===== src/rtl/can_signal_decode_average_assert.svh =====
// assertion macros used by the can signal decoder datapath
`ifndef CAN_SIGNAL_DECODE_AVERAGE_ASSERT_SVH
`define CAN_SIGNAL_DECODE_AVERAGE_ASSERT_SVH

// same-cycle implication, checked on every edge outside reset
`define CSDA_ASSERT_IMP(lbl, ante, cons, msg) \
  lbl: assert property (@(posedge clk) disable iff (!rst_n) (ante) |-> (cons)) \
    else $error(msg);

// next-cycle implication
`define CSDA_ASSERT_NXT(lbl, ante, cons, msg) \
  lbl: assert property (@(posedge clk) disable iff (!rst_n) (ante) |=> (cons)) \
    else $error(msg);

`endif


===== src/rtl/csda_pkg.sv =====
// shared types and constants of the can signal decoder
package csda_pkg;

  localparam int ID_W       = 29;
  localparam int DATA_W     = 64;
  localparam int NAME_W     = 11;
  localparam int POS_W      = 6;
  localparam int SCL_W      = 24;
  localparam int CNT_W      = 4;
  localparam int BASE_W     = 9;
  localparam int WIN_W      = 16;
  localparam int SUM_W      = 32;
  localparam int FC_W       = 16;
  localparam int DVD_W      = 64;
  localparam int CFG_IDX_W  = 3;
  localparam int CFG_DATA_W = 24;
  localparam int LAY_W      = NAME_W + 2 * POS_W + 1;
  localparam int SCALE_W    = 2 * SCL_W;

  // register indexes of the configuration port
  localparam logic [CFG_IDX_W-1:0] CFG_AVG_WINDOW  = 3'd0;
  localparam logic [CFG_IDX_W-1:0] CFG_HASH_MULT   = 3'd1;
  localparam logic [CFG_IDX_W-1:0] CFG_SCALE_DIV   = 3'd2;
  localparam logic [CFG_IDX_W-1:0] CFG_OFFSET_DIV  = 3'd3;

  typedef enum logic [1:0] {
    FUNC_CLEAR    = 2'd0,
    FUNC_LOAD_MSG = 2'd1,
    FUNC_LOAD_SIG = 2'd2,
    FUNC_FRAME    = 2'd3
  } func_t;

  typedef enum logic [1:0] {
    DIV_SCALE  = 2'd0,
    DIV_OFFSET = 2'd1,
    DIV_AVG    = 2'd2
  } div_sel_t;

  typedef struct packed {
    logic     clear_all;
    logic     def_write;
    logic     hash_mul;
    logic     slot_load;
    logic     frame_inc;
    logic     sig_read;
    logic     sig_ext;
    logic     sig_mul;
    logic     div_start;
    div_sel_t div_sel;
    logic     latch_t;
    logic     sum_write;
    logic     win_inc;
    logic     win_clr;
    logic     fc_clr;
    logic     push;
    logic     push_last;
  } cmd_t;

  typedef struct packed {
    func_t func;
    logic  id_zero;
    logic  slot_empty;
    logic  slot_match;
    logic  fc_zero;
    logic  sig_more;
    logic  div_done;
    logic  win_hit;
    logic  out_free;
    logic  pend_vld;
  } status_t;

endpackage


===== src/rtl/csda_ctrl.sv =====
// controller state machine sequencing load, decode and flush work
module csda_ctrl #(
  parameter int  SLOTS  = 8,
  localparam int SLOT_W = (SLOTS > 1) ? $clog2(SLOTS) : 1
) (
  input  logic                       clk,
  input  logic                       rst_n,
  input  logic                       in_valid,
  output logic                       in_stall,
  input  csda_pkg::status_t          st,
  input  logic [SLOT_W-1:0]          hash_slot,
  output csda_pkg::cmd_t             cmd,
  output logic [SLOT_W-1:0]          cmd_slot,
  output logic [csda_pkg::CNT_W-1:0] cmd_sig
);
  import csda_pkg::*;

  typedef enum logic [4:0] {
    S_IDLE, S_DISPATCH, S_HASH, S_PROBE,
    S_SIG_RD, S_SIG_EXT, S_SIG_MUL, S_SIG_DIV, S_SIG_WAIT1, S_SIG_WAIT2,
    S_WIN, S_FL_SLOT, S_FL_SIG, S_FL_DIV, S_FL_WAIT, S_FL_PUSH, S_FL_END
  } state_t;

  state_t            state_r;
  logic [SLOT_W-1:0] s_r;
  logic [SLOT_W-1:0] k_r;
  logic [CNT_W-1:0]  j_r;
  logic              s_last;
  logic [SLOT_W-1:0] s_inc;

  assign s_last = (s_r == SLOT_W'(SLOTS - 1));
  assign s_inc  = s_last ? '0 : s_r + 1'b1;

  always_ff @(posedge clk) begin
    if (!rst_n) begin
      state_r <= S_IDLE;
      s_r     <= '0;
      k_r     <= '0;
      j_r     <= '0;
    end else begin
      unique case (state_r)
        S_IDLE:     if (in_valid) state_r <= S_DISPATCH;
        S_DISPATCH: begin
          if (st.func == FUNC_CLEAR || st.func == FUNC_LOAD_SIG || st.id_zero)
            state_r <= S_IDLE;
          else
            state_r <= S_HASH;
        end
        S_HASH: begin
          s_r     <= hash_slot;
          k_r     <= '0;
          state_r <= S_PROBE;
        end
        S_PROBE: begin
          if (st.func == FUNC_LOAD_MSG && st.slot_empty) begin
            state_r <= S_IDLE;
          end else if (st.func == FUNC_FRAME && st.slot_match) begin
            j_r     <= '0;
            state_r <= S_SIG_RD;
          end else if (k_r == SLOT_W'(SLOTS - 1)) begin
            state_r <= S_IDLE;
          end else begin
            s_r <= s_inc;
            k_r <= k_r + 1'b1;
          end
        end
        S_SIG_RD:    state_r <= st.sig_more ? S_SIG_EXT : S_WIN;
        S_SIG_EXT:   state_r <= S_SIG_MUL;
        S_SIG_MUL:   state_r <= S_SIG_DIV;
        S_SIG_DIV:   state_r <= S_SIG_WAIT1;
        S_SIG_WAIT1: if (st.div_done) state_r <= S_SIG_WAIT2;
        S_SIG_WAIT2: begin
          if (st.div_done) begin
            j_r     <= j_r + 1'b1;
            state_r <= S_SIG_RD;
          end
        end
        S_WIN: begin
          if (st.win_hit) begin
            s_r     <= '0;
            state_r <= S_FL_SLOT;
          end else begin
            state_r <= S_IDLE;
          end
        end
        S_FL_SLOT: begin
          if (!st.fc_zero) begin
            j_r     <= '0;
            state_r <= S_FL_SIG;
          end else if (s_last) begin
            state_r <= S_FL_END;
          end else begin
            s_r <= s_inc;
          end
        end
        S_FL_SIG: begin
          if (st.sig_more) begin
            state_r <= S_FL_DIV;
          end else if (s_last) begin
            state_r <= S_FL_END;
          end else begin
            s_r     <= s_inc;
            state_r <= S_FL_SLOT;
          end
        end
        S_FL_DIV:  state_r <= S_FL_WAIT;
        S_FL_WAIT: if (st.div_done) state_r <= S_FL_PUSH;
        S_FL_PUSH: begin
          if (!st.pend_vld || st.out_free) begin
            j_r     <= j_r + 1'b1;
            state_r <= S_FL_SIG;
          end
        end
        S_FL_END: if (!st.pend_vld || st.out_free) state_r <= S_IDLE;
        default:  state_r <= S_IDLE;
      endcase
    end
  end

  always_comb begin
    cmd = '0;
    unique case (state_r)
      S_DISPATCH: begin
        cmd.clear_all = (st.func == FUNC_CLEAR);
        cmd.def_write = (st.func == FUNC_LOAD_SIG);
        cmd.hash_mul  = 1'b1;
      end
      S_PROBE: begin
        cmd.slot_load = (st.func == FUNC_LOAD_MSG) && st.slot_empty;
        cmd.frame_inc = (st.func == FUNC_FRAME) && st.slot_match;
      end
      S_SIG_RD:  cmd.sig_read = st.sig_more;
      S_SIG_EXT: cmd.sig_ext  = 1'b1;
      S_SIG_MUL: cmd.sig_mul  = 1'b1;
      S_SIG_DIV: begin
        cmd.div_start = 1'b1;
        cmd.div_sel   = DIV_SCALE;
      end
      S_SIG_WAIT1: begin
        cmd.latch_t   = st.div_done;
        cmd.div_start = st.div_done;
        cmd.div_sel   = DIV_OFFSET;
      end
      S_SIG_WAIT2: cmd.sum_write = st.div_done;
      S_WIN: begin
        cmd.win_clr = st.win_hit;
        cmd.win_inc = !st.win_hit;
      end
      S_FL_SIG: begin
        cmd.sig_read = st.sig_more;
        cmd.fc_clr   = !st.sig_more;
      end
      S_FL_DIV: begin
        cmd.div_start = 1'b1;
        cmd.div_sel   = DIV_AVG;
      end
      S_FL_PUSH: cmd.push      = !st.pend_vld || st.out_free;
      S_FL_END:  cmd.push_last = st.pend_vld && st.out_free;
      default: ;
    endcase
  end

  assign in_stall = (state_r != S_IDLE);
  assign cmd_slot = s_r;
  assign cmd_sig  = j_r;
endmodule


===== config.mk =====
export PLATFORM = sky130hd
export DESIGN_NAME = csda_ctrl
export DESIGN_NICKNAME = d
export VERILOG_FILES = /design/src/rtl/can_signal_decode_average_assert.svh /design/src/rtl/csda_pkg.sv /design/src/rtl/csda_ctrl.sv
export SDC_FILE = /design/constraint.sdc
export NUM_CORES = 1
export LEC_CHECK = 0
export ABC_CLOCK_PERIOD_IN_PS = 1550
export BUFFER_PORTS_ARGS = -buffer_cell sky130_fd_sc_hd__buf_4
export CORE_MARGIN = 2
export CORE_UTILIZATION = 46
export CTS_CLUSTER_SIZE = 30
export DETAILED_ROUTE_END_ITERATION = 10
export PLACE_DENSITY = 0.76
export SLEW_MARGIN = 5
export SYNTH_ARGS = -nofsm -noshare
export SYNTH_HDL_FRONTEND = slang
export SYNTH_SLANG_ARGS = --single-unit
export TNS_END_PERCENT = 5

===== constraint.sdc =====
create_clock -name clk -period 1.55 [get_ports clk]
set_input_delay 0.2325 -clock clk [delete_from_list [all_inputs] [get_ports clk]]
set_output_delay 0.2325 -clock clk [all_outputs]
set_load 0.005 [all_outputs]

# Word-level counts from Yosys, hierarchy flattened
# Index checks and enable logic that the tools add are counted.
[word_totals] out_inout_bits=26 ff_bits=15 wordCells=112 inputBits=17
[classes] add_sub_neg=3 eq_ne=37 muxes=48 reduce_logical=20
[op_table] op="one-hot mux 5 bit (17 select lines)" count=1
[op_table] op="2-to-1 mux 5 bit" count=13
[op_table] op="== test 5 x 4 -> 1 bit (second input constant)" count=8
[op_table] op="2-to-1 mux 3 bit" count=12
[op_table] op="2-to-1 mux 4 bit" count=7
[op_table] op="inequality test 2 bit (second input constant)" count=14
[op_table] op="== test 5 x 3 -> 1 bit (second input constant)" count=4
[op_table] op="one-hot mux 4 bit (4 select lines)" count=1
[op_table] op="one-hot mux 3 bit (5 select lines)" count=1
[op_table] op="== test 5 x 2 -> 1 bit (second input constant)" count=2
[op_table] op="nonzero test 5 bit" count=2
[op_table] op="one-hot mux 3 bit (3 select lines)" count=1
[op_table] op="2-to-1 mux 1 bit" count=8
[op_table] op="AND reduction 8 bit" count=1
[op_table] op="AND reduction 7 bit" count=1
[op_table] op="adder 3 x 1 -> 3 bit (second input constant)" count=2
[op_table] op="== test 3 bit (second input constant)" count=2
[op_table] op="2-to-1 mux 2 bit" count=3
[op_table] op="one-hot mux 3 bit (2 select lines)" count=1
[op_table] op="AND reduction 6 bit" count=1
[op_table] op="== test 5 x 1 -> 1 bit (second input constant)" count=1
[op_table] op="== test 5 bit (second input constant)" count=1
[op_table] op="zero test 5 bit" count=1
[op_table] op="adder 4 x 1 -> 4 bit (second input constant)" count=1
[op_table] op="other kinds (12)" count=19

# Logic depth before layout (Yosys ltp)
# Gate-level depths: netlist of run 1.
[depth] word_depth=6 depth_mapped=8 depth_no_buf=7

# Least setup slack after synthesis of run 1
# OpenSTA, ideal clock, no wires.
[synth_path] path_kind="register to register" from="register state_r[3]" to="register state_r[2]" setup_time_ns=0.139 period_less_slack_ns=1.697 path_buffers=1 stages_incl_launch_ff=7 required_time_ns=1.411 setup_slack_ns=-0.147 t_arrival_ns=1.557 cell_sequence="dfxtp_1 > buf_6 > or3b_4 > a2111o_1 > o211a_2 > a21oi_1 > a311oi_2"
[synth_between] elab_chain_cells=3 elab_cells_between_ends=27 classes_between="eq/ne: 24; mux: 1; reduce/logical: 2"
[synth_lines] element="start: declaration" line_no="csda_ctrl.sv:24" text="state_t state_r;"
[synth_lines] element="start signal: assignment" line_no="csda_ctrl.sv:67" text="S_SIG_RD: state_r <= st.sig_more ? S_SIG_EXT : S_WIN;"
[synth_lines] element="== test 5 x 2 -> 1 bit (tied with other cells)" line_no="csda_ctrl.sv:41" text="unique case (state_r)"
[synth_lines] element="inequality test 4 bit (no source line) (tied with other cells)"
[synth_lines] element="AND reduction 8 bit (no source line)"
# Several ways; a longest one is shown, not always the timed one.
# A chain may end at the register's enable or synchronous reset.

==> flow_metrics.py, run 1 <==
metrics = {
    "power": {
        "vdd_ir_drop_max_uv": 1200,
        "pwr_density_cell_nw_per_um2": 1581,
        "p_leak_nw": 1.105,
    },
    "route": {
        "wl_met2_mm": 2.793,
        "finalWirelength_mm": 5.382,
        "drc": 0,
        "firstDrtPassIters": 4,
        "highest_layer": "met4",
        "wl_met3_um": 291,
        "routedWlPerCell_um": 17.19,
        "via_per_inst": 5.994,
        "m1WireLength_mm": 2.239,
        "vias": 1876,
        "drt_iter0_markers": 125,
        "drtAntennaViolNets": 0,
    },
    "status": {
        "status": "complete, but fails checks",
        "violations": "setup timing",
    },
    "layout": {
        "final_cells": 313,
        "drive_gt1_share_pct": 54.64,
        "nets": 304,
        "diodes": 0,
        "syn_to_final_growth_pct": 72.37,
    },
    "global_routing": {
        "grt_max_degree": 15,
        "grt_pass1_wl_mm": 7.886,
        "antenna_found_initial": 0,
        "grtUsageTotal_pct": 29.12,
        "grt_pass1_vias": 1723,
        "gr-total-overflow": 0,
    },
    "logic_synthesis": {
        "ys_types": 56,
        "netlist_area_um2": 1418,
        "synthArstFlopShare_pct": 0,
        "ys_seq_elements": 15,
        "yosys_warnings": 0,
        "ys.flop_type": "dfxtp_1",
        "syn_nets": 214,
        "synth_edf_count": 0,
        "synthCells": 191,
        "avgSynthCellArea_um2": 7.422,
        "ys_seq_area_share_pct": 21.18,
    },
    "clocking": {
        "cts.path.max_buffers": 2,
        "cts.clk_slew.worst_paths_ns": 0.09,
        "cts_tree": "yes",
        "worst_skew_pair.late_latency_ns": 0.29,
        "cts_max_level": 1,
        "cts-buffers-inserted": 3,
        "tritoncts_num_sinks": 15,
        "root_buffer": "clkbuf_4",
    },
    "setup_path": {
        "crit_path_cell_trace": "buf_6 > nor3b_4 > and4_1 > buf_4 > buf_4",
        "cp_common_cell": "buf_4",
        "cp_slowest_cell": "dfxtp_4",
        "path_max_fanout": 4,
        "rr_worst_depth": 9,
        "setup.worst_path.class": "flop to output port",
        "regToRegSetupSlack_ns": -0.28,
        "required_ns": 1.32,
        "slowest_delay_ns": 0.37,
        "r2r-start": "state_r[1]$_SDFFE_PN0P_",
        "endpoint_kind": "output port",
        "rr_endpoint": "state_r[2]$_SDFFE_PN0P_",
        "cp-start-kind": "flop",
        "crit_arrival_ns": 1.61,
    },
    "floorplanning": {
        "coreArea_um2": 3003,
        "chipHeight_um": 59.52,
        "die_w_um": 59.52,
        "initial_core_util_pct": 47.21,
        "row_count": 20,
        "fp.dieArea_um2": 3542,
        "ioPinCount": 43,
    },
    "worst_hold_path": {
        "hp-start": "rst_n",
        "whs_endpoint": "cmd_sig[3]$_SDFFE_PN0P_",
        "min_path_type": "input pin to flop",
        "whs_path_depth": 2,
    },
    "job": {
        "max_cap_viol_count": 0,
    },
    "placed_design": {
        "gp_congestion": 0.9582,
        "dp_cells": 299,
        "dp_hpwl_mm": 3.578,
        "port_buffers": 42,
    },
    "timing": {
        "fin_crit_sh_pct": 119.0,
        "finalMaxSlewViolations": 0,
        "tightestPinTransition_ns": 0.5394,
        "fmax_ghz": 0.5420,
        "hold_violations": 0,
        "timing.final.crit_period_ns": 1.845,
        "tns_ns": -6.229,
        "setup-violations-final": 34,
        "slew_headroom_pct": 64.00,
        "finClkSkew_ns": 0.004082,
        "fin_ws_ns": -0.2951,
        "rsz0062_at_grt": "true",
    },
}
-- registers in the layout (all words and copies together), names as in the netlist --
name and flops:
cmd_sig 4, k_r 3, state_r 5, cmd_slot 3
-- metal layers --
metal	vias up	track usage (%)
li1	883	-
met1	902	35.98
met2	83	53.38
met3	8	5.240
met4	0	4.127
met5	-	0
-- placed cells by master (no fill, tap or decap), types with 4 or more instances in the layout --
cell,count
buf_4,76
buf_6,21
nand2_1,16
a21oi_1,15
nor2_1,13
dfxtp_1,10
inv_1,7
ha_1,6
nor3_2,5
dfxtp_4,5
nor3b_2,4
nor3_1,4
nand2b_1,4
nor2b_1,4
nand3_1,4
-- area by class of cell --
class                           instances  area [um2]
Clock buffer                            3       22.52
Clock inverter                          1       5.005
Fill cell                             202       559.3
Inverter                                8       30.03
Multi-Input combinational cell        155        1204
Sequential cell                        15       319.1
Tap cell                               33       41.29
Timing Repair Buffer                   98       822.0
-- cell usage after synthesis (2+ instances only) --
| cell type | n | area (um2) |
|---|---|---|
| a2111o_1 | 2 | 22.52 |
| a211oi_1 | 3 | 22.52 |
| a211oi_2 | 2 | 25.02 |
| a21o_1 | 3 | 22.52 |
| a21oi_1 | 17 | 85.08 |
| a22oi_1 | 3 | 22.52 |
| a31oi_1 | 2 | 12.51 |
| and2_1 | 3 | 18.77 |
| buf_2 | 4 | 20.02 |
| buf_4 | 2 | 15.01 |
| clkbuf_1 | 5 | 18.77 |
| dfxtp_1 | 15 | 300.3 |
| ha_1 | 6 | 75.07 |
| inv_1 | 8 | 30.03 |
| mux2_2 | 2 | 22.52 |
| nand2_1 | 18 | 67.56 |
| nand2b_1 | 5 | 31.28 |
| nand3_1 | 8 | 40.04 |
| nand4_1 | 2 | 12.51 |
| nor2_1 | 18 | 67.56 |
| nor2b_1 | 7 | 43.79 |
| nor3_1 | 9 | 45.04 |
| nor3b_1 | 4 | 30.03 |
| nor4_1 | 3 | 18.77 |
| o211ai_1 | 3 | 22.52 |
| o21a_1 | 2 | 15.01 |
| o21ai_0 | 4 | 20.02 |
| or2_2 | 2 | 12.51 |
| or3b_4 | 2 | 22.52 |
-- power by group --
group / switching, mW / total, mW / leakage (nW) / internal, mW
Combinational: 1.43 / 3.01 / 0.962 / 1.58
Clock: 0.134 / 0.230 / 0.0177 / 0.0959
Sequential: 0.110 / 0.619 / 0.125 / 0.508
Total: 1.67 / 3.86 / 1.10 / 2.19
-- worst max-delay path, delay by kind of cell, from the launching register on --
family / cells / cell delay, ns
AND/OR/NAND/NOR: 2 / 0.59
flip-flops: 1 / 0.37
buffers and inverters: 3 / 0.37
-- what timing repair did --
item | in CTS | in global routing
pin swaps | 17 | 13
gates resized for setup | 42 | 30
buffers inserted | 7 | 3
endpoints found under the setup margin | 34 | 34
hold buffers | 0 | 0
-- logic make-up (layout without fill, tap and decap cells) --
| group | count (synthesis) | after routing | synth area share, % |
|---|---|---|---|
| and+or+nand+nor | 89 | 89 | 34.16 |
| AOI/OAI and AO/OA | 57 | 57 | 30.10 |
| buffers and inverters | 21 | 110 | 6.972 |
| DFF | 15 | 15 | 21.18 |
| adders and majority gates | 6 | 6 | 5.296 |
| muxes | 3 | 3 | 2.295 |
-- worst max-delay path by stage --
stage | slack (ns) | to | start
3_3_place_gp | -0.15 | state_r[0]$_SDFFE_PN0P_ | state_r[4]$_SDFFE_PN0P_
5_1_grt | -0.36 | cmd_slot[1]$_SDFFE_PN0P_ | state_r[1]$_SDFFE_PN0P_
4_1_cts | -0.25 | cmd[0] | state_r[2]$_SDFFE_PN0P_
6_report | -0.30 | cmd[13] | state_r[2]$_SDFFE_PN0P_
3_5_place_dp | -0.23 | cmd_sig[1]$_SDFFE_PN0P_ | state_r[1]$_SDFFE_PN0P_
2_1_floorplan | -0.04 | state_r[2]$_SDFFE_PN0P_ | state_r[0]$_SDFFE_PN0P_
-- through the flow --
step	hold slack [ns]	setup WS, ns	util, %	instance area [um2]	total power, mW
after global placement	0.4641	-0.1477	68.71	2063	2.790
after detailed placement	0.4727	-0.2258	68.71	2063	2.827
after floorplan	0.3767	-0.03861	-	1434	1.850
final	0.2167	-0.2951	81.38	2444	3.862
after global routing	0.2251	-0.3621	81.38	2444	4.072
after CTS	0.2156	-0.2518	76.79	2306	3.461
(Power assumes the default switching activity.)
==> run 2: changes to the inputs <==
- ABC_CLOCK_PERIOD_IN_PS: 1550 -> 1800
- CORE_UTILIZATION: 46 -> 51
- PLACE_DENSITY: 0.76 -> 0.79
- clock period: 1.55 -> 1.8 ns (I/O delays scaled with it)
==> run 2 against run 1 <==
Net effect:
- the run still ends with setup timing left
- setup slack better by 0.22 ns
- combinational power is 26% lower
- hold slack better by 0.021 ns
- clock skew is 0.012 ns higher
- sequential power is 7.8% lower
- register-to-register slack better by 0.28 ns
- final cell count is 7.7% lower
- via count is 5.2% lower
- wire length is 5.2% lower
- clock power is 13% lower
- non-clock buffer count is 22 lower
- critical path type unchanged
- critical endpoint is now cmd[0]
- highest routed layer unchanged
==> flow_metrics.py, run 2 (synthesized netlist as in run 1, its figures left out) <==
metrics = {
    "timing": {
        "finalMaxSlewViolations": 0,
        "timing.final.crit_period_ns": 1.874,
        "hold_violations": 0,
        "tightestPinTransition_ns": 0.4803,
        "rsz0062_at_grt": "true",
        "hold_ws_ns": 0.2373,
        "slew_headroom_pct": 67.91,
        "setup-violations-final": 3,
        "fin_ws_ns": -0.07384,
        "fmax_ghz": 0.5337,
        "finClkSkew_ns": 0.01610,
        "fin_crit_sh_pct": 104.1,
    },
    "route": {
        "firstDrtPassIters": 4,
        "drtAntennaViolNets": 0,
        "via_per_inst": 6.156,
        "drt_iter0_markers": 93,
        "drc": 0,
        "vias": 1779,
        "finalWirelength_mm": 5.104,
        "routedWlPerCell_um": 17.66,
    },
    "clocking": {
        "tritoncts_num_sinks": 15,
        "cts.path.max_buffers": 2,
        "cts.clk_slew.worst_paths_ns": 0.10,
        "root_buffer": "clkbuf_4",
        "cts-buffers-inserted": 3,
        "cts_hold_buf": 0,
        "worst_skew_pair.late_latency_ns": 0.30,
        "cts_max_level": 1,
        "cts_tree": "yes",
    },
    "floorplanning": {
        "row_count": 19,
        "chipHeight_um": 56.72,
        "die_w_um": 56.72,
        "ioPinCount": 43,
        "fp.dieArea_um2": 3217,
        "initial_core_util_pct": 52.77,
        "coreArea_um2": 2686,
    },
    "setup_path": {
        "path_max_fanout": 6,
        "crit_path_cell_trace": "buf_6 > or2_4 > nor3_4 > nand3_2 > nor2_1 > buf_4",
        "cp_num_buf_inv": 2,
        "cp-start-kind": "flop",
        "crit_start": "state_r[1]$_SDFFE_PN0P_",
        "crit_family": "simple AND/OR/NAND/NOR gates",
        "cp_slowest_cell": "dfxtp_4",
        "crit_arrival_ns": 1.60,
        "required_ns": 1.53,
        "rr_worst_depth": 6,
        "r2r-start": "state_r[2]$_SDFFE_PN0P_",
        "setup.worst_path.class": "flop to output port",
        "slowest_delay_ns": 0.38,
        "crit_cells": 6,
        "endpoint_kind": "output port",
    },
    "layout": {
        "final_cell_mix": "buf_4, nor2_1, nand2_1, a21oi_1, dfxtp_1",
        "syn_to_final_growth_pct": 53.57,
        "final_cells": 289,
        "diodes": 0,
        "nets": 282,
        "largest_register_ffs": 5,
        "fin_area_um2": 2177,
        "final_common_cell": "buf_4",
        "drive_gt1_share_pct": 46.51,
        "n_fill_cell": 175,
        "largest-register": "state_r",
    },
    "placed_design": {
        "dpl_cell_area_um2": 1913,
        "gp_congestion": 0.9251,
        "dp_cells": 279,
        "dp_hpwl_mm": 3.804,
        "port_buffers": 42,
        "place_ws_ns": 0.01347,
    },
    "worst_hold_path": {
        "min_path_type": "input pin to flop",
        "hp-start": "rst_n",
        "whs_path_depth": 3,
    },
    "status": {
        "status": "complete, but fails checks",
        "violations": "setup timing",
    },
    "power": {
        "pwr_density_cell_nw_per_um2": 1372,
        "power_mw": 2.987,
        "vdd_ir_drop_max_uv": 1136,
        "p_leak_nw": 0.9798,
    },
    "global_routing": {
        "grt_max_degree": 15,
        "gr-total-overflow": 0,
        "grtUsageTotal_pct": 31.18,
        "grt_pass1_vias": 1723,
        "antenna_found_initial": 0,
        "grt_pass1_wl_mm": 7.817,
    },
    "job": {
        "max_cap_viol_count": 0,
    },
}
[run 2: worst register-to-register path: stages, from the launching register on]
cell and delay, ns:
dfxtp_4 0.42, nor2b_1 0.25, buf_4 0.20, nor4_2 0.07
a21oi_1 0.26, nand2_1 0.15, o41ai_1 0.33
[run 2: metrics by stage]
stage,setup TNS (ns),utilization (%)
2_1_floorplan,0,-
3_3_place_gp,0,71.22
3_5_place_dp,0,71.22
4_1_cts,-0.4124,75.97
5_1_grt,-0.9246,81.04
6_report,-0.1671,81.04
[run 2: worst paths after layout]
path	end	slack, ns
min reg2reg	k_r[1]$_SDFFE_PN0P_	0.48
min	state_r[1]$_SDFFE_PN0P_	0.24
max reg2reg	state_r[1]$_SDFFE_PN0P_	0
max	cmd[0]	-0.07
[run 2: timing repair]
| action | in CTS | in global routing |
|---|---|---|
| resized for setup | 20 | 28 |
| pin swaps | 3 | 12 |
| hold endpoints to repair | 0 | 0 |
| buffers inserted | 4 | 2 |
| cloned | 0 | 0 |
| setup endpoints to repair | 18 | 22 |
[run 2: final cells by class]
| type | instances | area, um2 | share of cell area (%) |
|---|---|---|---|
| flip-flops and latches | 15 | 316.6 | 14.54 |
| multi-input cells | 155 | 1147 | 52.70 |
| well taps | 31 | 38.79 | 1.782 |
| clock inverters | 1 | 5.005 | 0.2299 |
| clock buffers | 3 | 22.52 | 1.034 |
| inverters | 8 | 33.78 | 1.552 |
| repair buffers | 76 | 613.1 | 28.16 |
[run 2: power by group]
| part | internal (mW) | switching [mW] |
|---|---|---|
| clock | 0.0828 | 0.117 |
| sequential | 0.435 | 0.136 |
| combinational | 1.11 | 1.10 |
[run 2: routing by layer]
| layer | GRT usage (%) | vias up | routed length (um) | share of wire, % |
|---|---|---|---|---|
| met1 | 37.57 | 826 | 2049 | 40 |
| met5 | 0 | - | 0 | 0 |
| met2 | 53.16 | 89 | 2591 | 51 |
| li1 | - | 847 | - | - |
| met4 | 16.33 | 0 | 143 | 2.8 |
| met3 | 4.378 | 17 | 321 | 6.3 |
